===== src/rtl/tmcs_pkg.sv =====
// Shared constants, register codes and controller/datapath types for the current sense filter.
package tmcs_pkg;

   localparam int WINDOW_DEF      = 24;
   localparam int SAMPLE_BITS_DEF = 12;

   localparam int CODE_BITS      = 12;
   localparam int CURRENT_BITS   = 16;
   localparam int GAIN_BITS      = 32;
   localparam int GAIN_FRAC_BITS = 16;
   localparam int MODE_BITS      = 2;
   localparam int CSR_INDEX_BITS = 2;
   localparam int CSR_DATA_BITS  = 32;

   localparam logic [CSR_INDEX_BITS-1:0] CSR_SENSOR_MODE = 2'd0;
   localparam logic [CSR_INDEX_BITS-1:0] CSR_ZERO_CODE   = 2'd1;
   localparam logic [CSR_INDEX_BITS-1:0] CSR_GAIN        = 2'd2;

   localparam logic [MODE_BITS-1:0] MODE_DIRECT   = 2'd0;
   localparam logic [MODE_BITS-1:0] MODE_INVERTED = 2'd1;
   localparam logic [MODE_BITS-1:0] MODE_OFF      = 2'd2;

   localparam logic [MODE_BITS-1:0] MODE_RESET      = MODE_INVERTED;
   localparam logic [CODE_BITS-1:0] ZERO_CODE_RESET = 12'd1980;
   localparam logic [GAIN_BITS-1:0] GAIN_RESET      = 32'd211205;

   // Commands from the controller to the datapath.
   typedef struct packed {
      logic win_load;
      logic scan_step;
      logic trim;
      logic div_step;
      logic mul;
      logic out_load;
   } ctrl_cmd_type;

   // Status from the datapath back to the controller.
   typedef struct packed {
      logic out_full;
      logic out_taken;
   } ctrl_stat_type;

endpackage


===== src/rtl/tmcs_if.sv =====
// Valid/ready channel interfaces for the sample input and the result output.
interface tmcs_req_if #(
   parameter int SAMPLE_BITS = tmcs_pkg::SAMPLE_BITS_DEF
) ();
   logic                   valid;
   logic                   ready;
   logic [SAMPLE_BITS-1:0] sample;

   modport source (output valid, output sample, input ready);
   modport sink   (input valid, input sample, output ready);
endinterface

interface tmcs_rsp_if ();
   logic                              valid;
   logic                              ready;
   logic [tmcs_pkg::CODE_BITS-1:0]    filtered_code;
   logic [tmcs_pkg::CURRENT_BITS-1:0] current_ma;

   modport source (output valid, output filtered_code, output current_ma, input ready);
   modport sink   (input valid, input filtered_code, input current_ma, output ready);
endinterface


===== src/rtl/tmcs_ctrl.sv =====
// Sequencing state machine: window update, rotating scan, trim, divide, scale, output.
module tmcs_ctrl #(
   parameter int WINDOW = tmcs_pkg::WINDOW_DEF
) (
   input  logic                    clock,
   input  logic                    reset,
   input  logic                    in_valid,
   output logic                    in_ready,
   input  tmcs_pkg::ctrl_stat_type stat,
   output tmcs_pkg::ctrl_cmd_type  cmd
);
   import tmcs_pkg::*;

   localparam int CNT_BITS = $clog2(WINDOW);

   typedef enum logic [5:0] {
      S_IDLE = 6'b000001,
      S_SCAN = 6'b000010,
      S_TRIM = 6'b000100,
      S_DIV  = 6'b001000,
      S_MUL  = 6'b010000,
      S_OUT  = 6'b100000
   } state_type;

   state_type           state_ff, state_in;
   logic [CNT_BITS-1:0] cnt_ff, cnt_in;
   logic                scan_last;

   assign scan_last = (cnt_ff == CNT_BITS'(WINDOW - 1));

   always_comb begin
      state_in = state_ff;
      cnt_in   = cnt_ff;
      in_ready = 1'b0;
      cmd      = '0;
      unique case (state_ff)
         S_IDLE: begin
            in_ready = 1'b1;
            if (in_valid) begin
               cmd.win_load = 1'b1;
               cnt_in       = '0;
               state_in     = S_SCAN;
            end
         end
         S_SCAN: begin
            cmd.scan_step = 1'b1;
            cnt_in        = cnt_ff + 1'b1;
            if (scan_last) begin
               state_in = S_TRIM;
            end
         end
         S_TRIM: begin
            cmd.trim = 1'b1;
            cnt_in   = '0;
            state_in = S_DIV;
         end
         S_DIV: begin
            cmd.div_step = 1'b1;
            state_in     = S_MUL;
         end
         S_MUL: begin
            cmd.mul  = 1'b1;
            state_in = S_OUT;
         end
         S_OUT: begin
            // Wait here only while the previous result is still unclaimed.
            if (!stat.out_full || stat.out_taken) begin
               cmd.out_load = 1'b1;
               state_in     = S_IDLE;
            end
         end
         default: begin
            state_in = S_IDLE;
         end
      endcase
   end

   always_ff @(posedge clock) begin
      if (reset) begin
         state_ff <= S_IDLE;
         cnt_ff   <= '0;
      end else begin
         state_ff <= state_in;
         cnt_ff   <= cnt_in;
      end
   end

   a_out_load_free: assert property (@(posedge clock) disable iff (reset)
      cmd.out_load |-> (!stat.out_full || stat.out_taken))
      else $error("result loaded over an unclaimed result");

   a_accept_starts_scan: assert property (@(posedge clock) disable iff (reset)
      (in_valid && in_ready) |=> (state_ff == S_SCAN && cnt_ff == '0))
      else $error("accepted sample did not start a scan");

   a_scan_length: assert property (@(posedge clock) disable iff (reset)
      (state_ff == S_SCAN && scan_last) |=> (state_ff == S_TRIM))
      else $error("scan did not end after the full window");

endmodule


===== src/rtl/tmcs_dp.sv =====
// Datapath: sample window, scan accumulators, reciprocal divider, gain multiply and result register.
module tmcs_dp #(
   parameter int WINDOW      = tmcs_pkg::WINDOW_DEF,
   parameter int SAMPLE_BITS = tmcs_pkg::SAMPLE_BITS_DEF
) (
   input  logic                                 clock,
   input  logic                                 reset,
   input  logic [SAMPLE_BITS-1:0]               in_sample,
   input  logic                                 csr_we,
   input  logic [tmcs_pkg::CSR_INDEX_BITS-1:0]  csr_index,
   input  logic [tmcs_pkg::CSR_DATA_BITS-1:0]   csr_wdata,
   input  tmcs_pkg::ctrl_cmd_type               cmd,
   output tmcs_pkg::ctrl_stat_type              stat,
   tmcs_rsp_if.source                           rsp_chan
);
   import tmcs_pkg::*;

   localparam int SUM_BITS  = SAMPLE_BITS + $clog2(WINDOW + 1);
   localparam int TRIM_DIV  = WINDOW - 2;
   localparam int X_BITS    = (SAMPLE_BITS > CODE_BITS) ? SAMPLE_BITS : CODE_BITS;
   localparam int PROD_BITS = X_BITS + GAIN_BITS;
   // The reciprocal is rounded up with enough fraction bits that the quotient is exact
   // for every sum that fits in SUM_BITS.
   localparam int RECIP_SHIFT = SUM_BITS + $clog2(TRIM_DIV);
   localparam int RECIP_BITS  = SUM_BITS + 2;
   localparam int QPROD_BITS  = SUM_BITS + RECIP_BITS;
   localparam longint unsigned RECIP_VAL =
      ((longint'(1) << RECIP_SHIFT) + longint'(TRIM_DIV) - 1) / longint'(TRIM_DIV);
   localparam logic [RECIP_BITS-1:0] RECIP = RECIP_BITS'(RECIP_VAL);

   logic [SAMPLE_BITS-1:0]  win_ff [WINDOW];
   logic [SAMPLE_BITS-1:0]  win_in [WINDOW];
   logic [SUM_BITS-1:0]     sum_ff, sum_in;
   logic [SAMPLE_BITS-1:0]  hi_ff, hi_in;
   logic [SAMPLE_BITS-1:0]  lo_ff, lo_in;
   logic [SUM_BITS-1:0]     rem_ff, rem_in;
   logic [SAMPLE_BITS-1:0]  q_ff, q_in;
   logic [PROD_BITS-1:0]    prod_ff, prod_in;
   logic [CODE_BITS-1:0]    code_ff, code_in;
   logic [CURRENT_BITS-1:0] cur_ff, cur_in;
   logic                    valid_ff, valid_in;
   logic [MODE_BITS-1:0]    mode_ff, mode_in;
   logic [CODE_BITS-1:0]    zc_ff, zc_in;
   logic [GAIN_BITS-1:0]    gain_ff, gain_in;

   logic [X_BITS-1:0]       mean_x;
   logic [X_BITS-1:0]       zc_x;
   logic [X_BITS-1:0]       x_w;
   logic [QPROD_BITS-1:0]   qprod;
   logic                    taken;

   assign taken          = valid_ff && rsp_chan.ready;
   assign stat.out_full  = valid_ff;
   assign stat.out_taken = taken;

   assign mean_x = X_BITS'(q_ff);
   assign zc_x   = X_BITS'(zc_ff);
   assign qprod  = QPROD_BITS'(rem_ff) * QPROD_BITS'(RECIP);

   always_comb begin
      case (mode_ff)
         MODE_DIRECT:   x_w = mean_x;
         MODE_INVERTED: x_w = (mean_x < zc_x) ? (zc_x - mean_x) : '0;
         default:       x_w = '0;
      endcase
   end

   always_comb begin
      mode_in = mode_ff;
      zc_in   = zc_ff;
      gain_in = gain_ff;
      if (csr_we) begin
         unique case (csr_index)
            CSR_SENSOR_MODE: mode_in = csr_wdata[MODE_BITS-1:0];
            CSR_ZERO_CODE:   zc_in   = csr_wdata[CODE_BITS-1:0];
            CSR_GAIN:        gain_in = csr_wdata[GAIN_BITS-1:0];
            default: ;
         endcase
      end
   end

   always_comb begin
      win_in   = win_ff;
      sum_in   = sum_ff;
      hi_in    = hi_ff;
      lo_in    = lo_ff;
      rem_in   = rem_ff;
      q_in     = q_ff;
      prod_in  = prod_ff;
      code_in  = code_ff;
      cur_in   = cur_ff;
      valid_in = valid_ff;

      // Shift in the new sample; an empty (zero) entry takes the new sample as it moves.
      if (cmd.win_load) begin
         for (int i = 0; i < WINDOW - 1; i++) begin
            win_in[i] = (win_ff[i + 1] == '0) ? in_sample : win_ff[i + 1];
         end
         win_in[WINDOW - 1] = in_sample;
         sum_in = '0;
         hi_in  = '0;
         lo_in  = '1;
      end

      // The scan reads entry 0 and rotates, so a full pass restores the window order.
      if (cmd.scan_step) begin
         for (int i = 0; i < WINDOW - 1; i++) begin
            win_in[i] = win_ff[i + 1];
         end
         win_in[WINDOW - 1] = win_ff[0];
         sum_in = sum_ff + SUM_BITS'(win_ff[0]);
         if (win_ff[0] > hi_ff) begin
            hi_in = win_ff[0];
         end
         if (win_ff[0] < lo_ff) begin
            lo_in = win_ff[0];
         end
      end

      if (cmd.trim) begin
         rem_in = sum_ff - SUM_BITS'(hi_ff) - SUM_BITS'(lo_ff);
      end

      // Division by the trimmed count through multiplication by its reciprocal.
      if (cmd.div_step) begin
         q_in = qprod[RECIP_SHIFT +: SAMPLE_BITS];
      end

      if (cmd.mul) begin
         prod_in = PROD_BITS'(x_w) * PROD_BITS'(gain_ff);
      end

      if (taken) begin
         valid_in = 1'b0;
      end
      if (cmd.out_load) begin
         code_in  = mean_x[CODE_BITS-1:0];
         cur_in   = (|prod_ff[PROD_BITS-1:GAIN_FRAC_BITS+CURRENT_BITS]) ? '1 :
                    prod_ff[GAIN_FRAC_BITS+CURRENT_BITS-1:GAIN_FRAC_BITS];
         valid_in = 1'b1;
      end
   end

   always_ff @(posedge clock) begin
      if (reset) begin
         for (int i = 0; i < WINDOW; i++) begin
            win_ff[i] <= '0;
         end
         valid_ff <= 1'b0;
         mode_ff  <= MODE_RESET;
         zc_ff    <= ZERO_CODE_RESET;
         gain_ff  <= GAIN_RESET;
      end else begin
         win_ff   <= win_in;
         valid_ff <= valid_in;
         mode_ff  <= mode_in;
         zc_ff    <= zc_in;
         gain_ff  <= gain_in;
      end
   end

   always_ff @(posedge clock) begin
      sum_ff  <= sum_in;
      hi_ff   <= hi_in;
      lo_ff   <= lo_in;
      rem_ff  <= rem_in;
      q_ff    <= q_in;
      prod_ff <= prod_in;
      code_ff <= code_in;
      cur_ff  <= cur_in;
   end

   assign rsp_chan.valid         = valid_ff;
   assign rsp_chan.filtered_code = code_ff;
   assign rsp_chan.current_ma    = cur_ff;

endmodule


===== src/rtl/trimmed_mean_current_sense.sv =====
// Top level of the trimmed-mean current sense filter.
//
//   channel    direction  handshake            payload
//   req_chan   in         valid/ready          sample
//   rsp_chan   out        valid/ready          filtered_code, current_ma
//   csr_*      in         write enable only    csr_index, csr_wdata
//
// Each sample passes through these steps in order: shift the window, the rotating
// scan that sums and finds the extremes, trim, divide by multiplying with the
// reciprocal, multiply by the gain, and load the result.
// Reset empties the window and loads the default mode, zero code and gain.
// A finished result waits in the output register; the next sample is taken meanwhile and
// its result holds in the last step until the earlier one has been transferred.
module trimmed_mean_current_sense #(
   parameter int WINDOW      = tmcs_pkg::WINDOW_DEF,
   parameter int SAMPLE_BITS = tmcs_pkg::SAMPLE_BITS_DEF
) (
   input  logic                                clock,
   input  logic                                reset,
   tmcs_req_if.sink                            req_chan,
   tmcs_rsp_if.source                          rsp_chan,
   input  logic                                csr_we,
   input  logic [tmcs_pkg::CSR_INDEX_BITS-1:0] csr_index,
   input  logic [tmcs_pkg::CSR_DATA_BITS-1:0]  csr_wdata
);
   import tmcs_pkg::*;

   ctrl_cmd_type  cmd;
   ctrl_stat_type stat;
   logic          in_ready;

   assign req_chan.ready = in_ready;

   tmcs_ctrl #(
      .WINDOW (WINDOW)
   ) u_ctrl (
      .clock    (clock),
      .reset    (reset),
      .in_valid (req_chan.valid),
      .in_ready (in_ready),
      .stat     (stat),
      .cmd      (cmd)
   );

   tmcs_dp #(
      .WINDOW      (WINDOW),
      .SAMPLE_BITS (SAMPLE_BITS)
   ) u_dp (
      .clock     (clock),
      .reset     (reset),
      .in_sample (req_chan.sample),
      .csr_we    (csr_we),
      .csr_index (csr_index),
      .csr_wdata (csr_wdata),
      .cmd       (cmd),
      .stat      (stat),
      .rsp_chan  (rsp_chan)
   );

endmodule

===== src/flat_wrapper.sv =====
// flat-port wrapper written by rule: the top's interface ports become plain ports
module trimmed_mean_current_sense_flat import tmcs_pkg::*;
#(
   parameter int WINDOW      = tmcs_pkg::WINDOW_DEF,
   parameter int SAMPLE_BITS = tmcs_pkg::SAMPLE_BITS_DEF
)
  (clock, reset, csr_we, csr_index, csr_wdata, req_chan_valid, req_chan_sample, req_chan_ready, rsp_chan_valid, rsp_chan_filtered_code, rsp_chan_current_ma, rsp_chan_ready);
  tmcs_req_if #(.SAMPLE_BITS(SAMPLE_BITS)) req_chan_i ();
  tmcs_rsp_if rsp_chan_i ();
  input  logic clock;
  input  logic reset;
  input  logic csr_we;
  input  logic [tmcs_pkg::CSR_INDEX_BITS-1:0] csr_index;
  input  logic [tmcs_pkg::CSR_DATA_BITS-1:0] csr_wdata;
  input wire logic [$bits(req_chan_i.valid)-1:0] req_chan_valid;
  input wire logic [$bits(req_chan_i.sample)-1:0] req_chan_sample;
  output wire logic [$bits(req_chan_i.ready)-1:0] req_chan_ready;
  output wire logic [$bits(rsp_chan_i.valid)-1:0] rsp_chan_valid;
  output wire logic [$bits(rsp_chan_i.filtered_code)-1:0] rsp_chan_filtered_code;
  output wire logic [$bits(rsp_chan_i.current_ma)-1:0] rsp_chan_current_ma;
  input wire logic [$bits(rsp_chan_i.ready)-1:0] rsp_chan_ready;
  assign req_chan_i.valid = req_chan_valid;
  assign req_chan_i.sample = req_chan_sample;
  assign req_chan_ready = req_chan_i.ready;
  assign rsp_chan_valid = rsp_chan_i.valid;
  assign rsp_chan_filtered_code = rsp_chan_i.filtered_code;
  assign rsp_chan_current_ma = rsp_chan_i.current_ma;
  assign rsp_chan_i.ready = rsp_chan_ready;
  trimmed_mean_current_sense #(.WINDOW(WINDOW), .SAMPLE_BITS(SAMPLE_BITS)) u_core (.clock(clock), .reset(reset), .req_chan(req_chan_i), .rsp_chan(rsp_chan_i), .csr_we(csr_we), .csr_index(csr_index), .csr_wdata(csr_wdata));
endmodule

===== config.mk =====
export PLATFORM = sky130hd
export DESIGN_NAME = trimmed_mean_current_sense_flat
export DESIGN_NICKNAME = d
export VERILOG_FILES = /design/src/rtl/tmcs_pkg.sv /design/src/rtl/tmcs_if.sv /design/src/rtl/tmcs_ctrl.sv /design/src/rtl/tmcs_dp.sv /design/src/rtl/trimmed_mean_current_sense.sv /design/src/flat_wrapper.sv
export SDC_FILE = /design/constraint.sdc
export NUM_CORES = 2
export LEC_CHECK = 0
export BUFFER_PORTS_ARGS = -buffer_cell sky130_fd_sc_hd__clkbuf_2
export CELL_PAD_IN_SITES_DETAIL_PLACEMENT = 0
export CELL_PAD_IN_SITES_GLOBAL_PLACEMENT = 1
export CORE_ASPECT_RATIO = 2
export CORE_MARGIN = 5
export CORE_UTILIZATION = 35
export CTS_CLUSTER_SIZE = 12
export DETAILED_ROUTE_END_ITERATION = 10
export GPL_TIMING_DRIVEN = 0
export MAX_ROUTING_LAYER = met4
export PLACE_DENSITY_LB_ADDON = 0.15
export SETUP_SLACK_MARGIN = 0.3
export SYNTH_ARGS = -nofsm -noshare
export SYNTH_HDL_FRONTEND = slang
export SYNTH_HIERARCHICAL = 1
export SYNTH_SLANG_ARGS = --single-unit

===== constraint.sdc =====
create_clock -name clock -period 15.28 [get_ports clock]
set_input_delay 3.056 -clock clock [delete_from_list [all_inputs] [get_ports clock]]
set_output_delay 3.056 -clock clock [all_outputs]
set_load 0.03 [all_outputs]

; ---- Word-level counts from Yosys, hierarchy flattened
; Index checks and enable logic that the tools add are counted.
[word_totals]
register_bits = 488
latch_bits = 0
ram_bits = 0
romBits = 0
in_bits = 51
output_inout_bits = 30
word_cells = 150
memories = 0
[classes]
add_sub_neg = 5
n_mul = 2
n_div = 0
n_lt_le_gt_ge = 3
eq_ne = 13
n_shift = 0
n_mux = 52
bitwise = 0
n_reduce_logical = 37
[op_table]
columns = op, n
row1 = $mux 288, 2
row2 = $mux 12, 30
row3 = $logic_not 12->1, 23
row4 = $mul 12x32->44, 1
row5 = $pmux 6 s6, 1
row6 = $mul 17x18->34 const B, 1
row7 = $mux 17, 2
row8 = $sub 17x12->17, 2
row9 = $lt 12x12->1, 2
row10 = $pmux 12 s2, 1
row11 = $mux 6, 3
row12 = $add 17x12->17, 1
row13 = $pmux 5 s3, 1
row14 = $gt 12x12->1, 1
row15 = $reduce_or 12->1, 1
row16 = $sub 12x12->12, 1
row17 = $mux 1, 11
row18 = $reduce_and 2->1, 4
row19 = $eq 6x1->1 const B, 1
row20 = $eq 6x2->1 const B, 1
row21 = $eq 6x3->1 const B, 1
row22 = $eq 6x4->1 const B, 1
row23 = $eq 6x5->1 const B, 1
row24 = $eq 6x6->1 const B, 1
row25 = 13 further kinds, 18

; ---- Depth between registers and ports, before layout
[depth]
word_depth = 5
mapped_depth = 35

; ---- Cells and area by module
; Netlist, hierarchy kept.
[modules_own_cells]
columns = module, n_inst, cells_each, area_each_um2, seq_area_each_um2
row1 = tmcs_dp, 1, 4155, 37033.0, 10249.8
row2 = tmcs_ctrl, 1, 69, 599.3, 220.2

; ---- Worst setup path before layout
; OpenSTA, ideal clock, no wires.
[synth_path]
path_type = register -> register
startpoint = register u_core.u_dp.q_ff[0], in the netlist u_core/u_dp/mean_x[0]
endpoint = register u_core.u_dp.prod_ff[35] (data pin)
arrival_ps = 7230
path_slack_ps = 7793
stages_incl_launch_ff = 30
n_path_buf = 1
period_less_slack_ps = 7487
cell_sequence = edfxtp_1 -> ha_1 -> fa_1 -> nor2b_1 -> o21ai_1 -> a21oi_1 -> o31ai_1 -> nor2_1 -> inv_1 -> o31ai_1 -> clkbuf_1 -> nand2_1 -> fa_1 -> fa_1 -> inv_1 -> fa_1 -> fa_1 -> inv_1 -> fa_1 -> inv_1 -> ha_1 -> a21o_1 -> a21o_1 -> a21o_1 -> nand3b_1 -> a31oi_1 -> o21ai_2 -> a31o_2 -> a2111oi_2 -> and4b_1
[synth_between]
elab_chain_cells = 4
[synth_lines]
columns = item, line_no
row1 = "start, declared", tmcs_dp.sv:37  ; logic [SAMPLE_BITS-1:0] q_ff, q_in;
row2 = "start signal, assigned", tmcs_dp.sv:167  ; q_ff <= q_in;
row3 = $sub 12x12->12 or $lt 12x12->1 (tied branches), tmcs_dp.sv:63  ; MODE_INVERTED: x_w = (mean_x < zc_x) ? (zc_x - mean_x) : '0;
row4 = $mux 12, tmcs_dp.sv:63
row5 = $pmux 12 s2 *, tmcs_dp.sv:61  ; case (mode_ff)
row6 = $mul 12x32->44 *, tmcs_dp.sv:130  ; prod_in = PROD_BITS'(x_w) * PROD_BITS'(gain_ff);
row7 = "end signal, assigned", tmcs_dp.sv:168  ; prod_ff <= prod_in;
row8 = "end, declared", tmcs_dp.sv:38  ; logic [PROD_BITS-1:0] prod_ff, prod_in;
; Every way passes the cells marked *; elsewhere a longest branch is shown, timed or not.
; A chain may end at the register's enable or synchronous reset.

; ---- Final worst setup path
[layout_path]
startpoint = register u_core.u_dp.q_ff[0], in the netlist u_core/u_dp/mean_x[0]
endpoint = register u_core.u_dp.prod_ff[40] (data pin)
; The elaborated chain is that of the path after synthesis.

==> reports/metrics.json <==
{
  "grt_start_max_net_pins": {"value": 30},
  "timing.critical_path.arrival": {"value": 10670, "unit": "ps"},
  "number_of_buffers_inserted_during_clock_tree_synthesis": {"value": 50},
  "min-delay-path-class": {"value": "register to register"},
  "drv_slew": {"value": 0},
  "worstPathRequired": {"value": 15670, "unit": "ps"},
  "power.share.sequential": {"value": 0.357},
  "drv.max_cap_violation_count": {"value": 0},
  "root_driver": {"value": "clkbuf_16"},
  "core_area": {"value": 0.107, "unit": "mm^2"},
  "critPathMaxStageDelay": {"value": 1060, "unit": "ps"},
  "yosysMostFrequentCell": {"value": "inv_1"},
  "clk_transition_reported_paths": {"value": 60, "unit": "ps"},
  "portBuffers": {"value": 80},
  "number_of_fill_cells": {"value": 11159},
  "power.ir.vdd_worst": {"value": 0.0821, "unit": "mV"},
  "layout.area.seq": {"value": 0.0105, "unit": "mm^2"},
  "synth_ff_type": {"value": "dfxtp_1"},
  "fin_cells": {"value": 5772},
  "final_cell_area": {"value": 0.0414, "unit": "mm^2"},
  "cp_max_fo": {"value": 10},
  "starting_density_of_the_core": {"value": 0.352},
  "run_status": {"value": "finished clean"},
  "die_height": {"value": 474, "unit": "um"},
  "remaining_global_route_overflow": {"value": 0},
  "syn-instance-count": {"value": 4224},
  "synth_sequential_area_ratio": {"value": 0.278},
  "floorplan.die.width": {"value": 242, "unit": "um"},
  "cts_hold_buffers": {"value": 0},
  "synth.avg_cell_area": {"value": 8.91, "unit": "um^2"},
  "areaGrowthSynthToFinish": {"value": 10.0, "unit": "%"},
  "unrepaired_setup_endpoints_after_global_routing": {"value": "false"},
  "pre_cts_slack": {"value": 4920, "unit": "ps"},
  "first_iter_violations": {"value": 1358},
  "power.clock.fraction": {"value": 0.277},
  "synth.top_cells.by_count": {"value": "584 x inv_1, 550 x nand2_1, 419 x fa_1, 370 x dfxtp_1, 315 x nor2_1"},
  "achievable-frequency": {"value": 97.3, "unit": "MHz"},
  "ys_seq_elements": {"value": 472},
  "worst_setup_path_start_kind": {"value": "register"},
  "cts_buffer_depth": {"value": 3},
  "core.rowCount": {"value": 170},
  "num_io_pins": {"value": 81},
  "detail_route.drc_violations": {"value": 0},
  "number_of_clock_sinks": {"value": 472},
  "share_of_the_cycle_needed_by_the_critical_path_after_routing": {"value": 0.673},
  "crit_top_cell": {"value": "fa_1"},
  "clock_latency": {"value": 640, "unit": "ps"},
  "max_slew.worst_pin.slew": {"value": 1390, "unit": "ps"},
  "layout.nets": {"value": 5101},
  "timing.critical_path.slowest_stage_cell": {"value": "o21ai_1"},
  "wl_per_cell": {"value": 23.1, "unit": "um"},
  "post_synth_instance_area": {"value": 0.0376, "unit": "mm^2"},
  "cts_htree_levels": {"value": 2},
  "post_synthesis_cell_type_count": {"value": 82},
  "final_critical_path_setup_slack": {"value": 5000, "unit": "ps"},
  "yosysWarnings": {"value": 6},
  "post_cts_resized": {"value": 0},
  "finalSetupViolCount": {"value": 0},
  "p_int": {"value": 2.74, "unit": "mW"},
  "tritoncts": {"value": "yes"},
  "weighted_congestion_reported_at_the_end_of_routability_driven_placement": {"value": 0.920},
  "slew_headroom": {"value": 0.0645},
  "place_inst": {"value": 5683},
  "rrSetupSlack": {"value": 5000, "unit": "ps"},
  "synth_fp_nets": {"value": 4966},
  "totalWireLength": {"value": 133000, "unit": "um"},
  "synth_edf_count": {"value": 102},
  "dpl-instance-area": {"value": 0.0398, "unit": "mm^2"},
  "fin_setup_tns": {"value": 0, "unit": "ps"},
  "fraction_of_power_spent_switching_nets": {"value": 0.386},
  "drt_first_pass_iters": {"value": 6},
  "grt_pass1_vias": {"value": 33455},
  "skew": {"value": 26.9, "unit": "ps"},
  "yosysTopAreaCellShare": {"value": 0.223},
  "worst_setup_path_end_kind": {"value": "register"},
  "holdWs": {"value": 473, "unit": "ps"},
  "yosys-top-cells-area": {"value": "fa_1 22%, dfxtp_1 20%, ha_1 9.0%"},
  "synth_area_leader_cell": {"value": "fa_1"},
  "worstSetupPathType": {"value": "register to register"},
  "gr-usage-all-layers": {"value": 0.238},
  "area_of_the_multi_input_gates": {"value": 0.0240, "unit": "mm^2"},
  "avgViaCountPerCell": {"value": 5.26},
  "count_of_final_hold_check_violations": {"value": 0},
  "detailroute.via_count": {"value": 30357},
  "comb_power_share": {"value": 0.367},
  "grt_antenna_before_repair": {"value": 2},
  "p_leak": {"value": 17.9, "unit": "nW"},
  "route.antenna.remaining_nets": {"value": 0},
  "asyncSetResetFlopFracSynth": {"value": 0},
  "global_route_wire_length_before_repair": {"value": 203000, "unit": "um"},
  "power-per-cell-area": {"value": 108, "unit": "mW/mm^2"},
  "drive_above_1_share": {"value": 0.0505},
  "p_switching": {"value": 1.72, "unit": "mW"},
  "post_cts_buffers": {"value": 0},
  "fp.dieArea": {"value": 0.115, "unit": "mm^2"},
  "dp_hpwl": {"value": 110000, "unit": "um"},
  "final.min_clock_period": {"value": 10280, "unit": "ps"}
}
## per-layer routing
layer / global-route usage / vias to the layer above / wire length, um
li1: - / 14332 / -
met1: 0.204 / 14930 / 41800
met2: 0.484 / 702 / 77500
met3: 0.0218 / 393 / 3540
met4: 0.150 / 0 / 10600
met5: - / - / 0
## placed cells by master (no fill, tap or decap), types with 10 or more instances in the layout
cell type	n
clkbuf_2	96
fa_1	419
nand3b_1	13
and2_1	90
a211o_1	10
a21boi_0	10
a31oi_1	74
o21ai_0	41
a21oi_1	104
ha_1	272
nand2_1	550
nor2_1	315
mux2i_1	13
o21ai_1	12
clkbuf_16	51
or2_2	21
and3_1	29
nor3_1	244
nor4_1	77
xor2_1	14
edfxtp_1	102
o31a_1	11
o31ai_1	28
a21o_1	38
nor2b_1	58
nand3_1	23
o21a_1	12
clkbuf_1	238
inv_1	584
a211oi_1	264
dfxtp_1	370
nand4_1	17
xnor2_1	52
buf_1	17
## worst paths after layout
| path | from | end | depth (start not counted) |
|---|---|---|---|
| min | u_core/u_dp/zc_ff[0] | u_core/u_dp/zc_ff[0] | 2 |
| max reg2reg | u_core/u_dp/mean_x[0] | u_core/u_dp/prod_ff[40] | 27 |
| max | u_core/u_dp/mean_x[0] | u_core/u_dp/prod_ff[40] | 27 |
| min reg2reg | u_core/u_dp/zc_ff[0] | u_core/u_dp/zc_ff[0] | 2 |
## final cells by class
| cell class | instances | share of cell area |
|---|---|---|
| diodes | 1 | 0.0000604 |
| plain buffers | 259 | 0.0243 |
| clock buffers | 78 | 0.0352 |
| clock inverters | 10 | 0.00302 |
| inverters | 585 | 0.0530 |
| multi-input cells | 2908 | 0.580 |
| flip-flops and latches | 472 | 0.253 |
| well taps | 1376 | 0.0416 |
| repair buffers | 83 | 0.0105 |
## power groups by stage
stage               sequential [mW]  combinational [mW]  clock, mW
floorplan                      1.55                1.16          0
global placement               1.62                1.64          0
detailed placement             1.62                1.65          0
CTS                            1.59                1.66       1.28
global route                   1.60                1.85       1.32
finish                         1.59                1.64       1.23
## logic make-up (layout without fill, tap and decap cells)
family,after synthesis,in the layout,synth area share
fa+ha+maj,691,691,0.313
flops,472,472,0.278
mux,13,13,0.00346
buf+inv,844,1015,0.0850
other cells,0,1,0
simple gates,1475,1475,0.181
compound gates,663,663,0.124
xor+xnor,66,66,0.0154
## flip-flops by register name, summed over array words and instances (netlist names), 16 cells and up
signal                           flops
u_core/u_dp/gain_ff                 32
u_core/u_dp/prod_ff                 28
u_core/u_dp/rem_ff                  17
u_core/u_dp/rsp_chan.current_ma     16
u_core/u_dp/sum_ff                  17
u_core/u_dp/win_ff                 288
## worst max-delay path, delay by kind of cell (launching register included)
family | cells | cell delay [ps]
simple gates | 6 | 2230
compound gates | 6 | 2170
fa+ha+maj | 8 | 3500
flops | 1 | 500
xor+xnor | 1 | 130
buf+inv | 6 | 1410
## stage by stage
step	utilization	power, mW
2_1_floorplan	-	2.72
4_1_cts	0.387	4.53
3_5_place_dp	0.372	3.27
6_report	0.387	4.46
3_3_place_gp	0.372	3.26
5_1_grt	0.387	4.77
(Power assumes the default switching activity.)
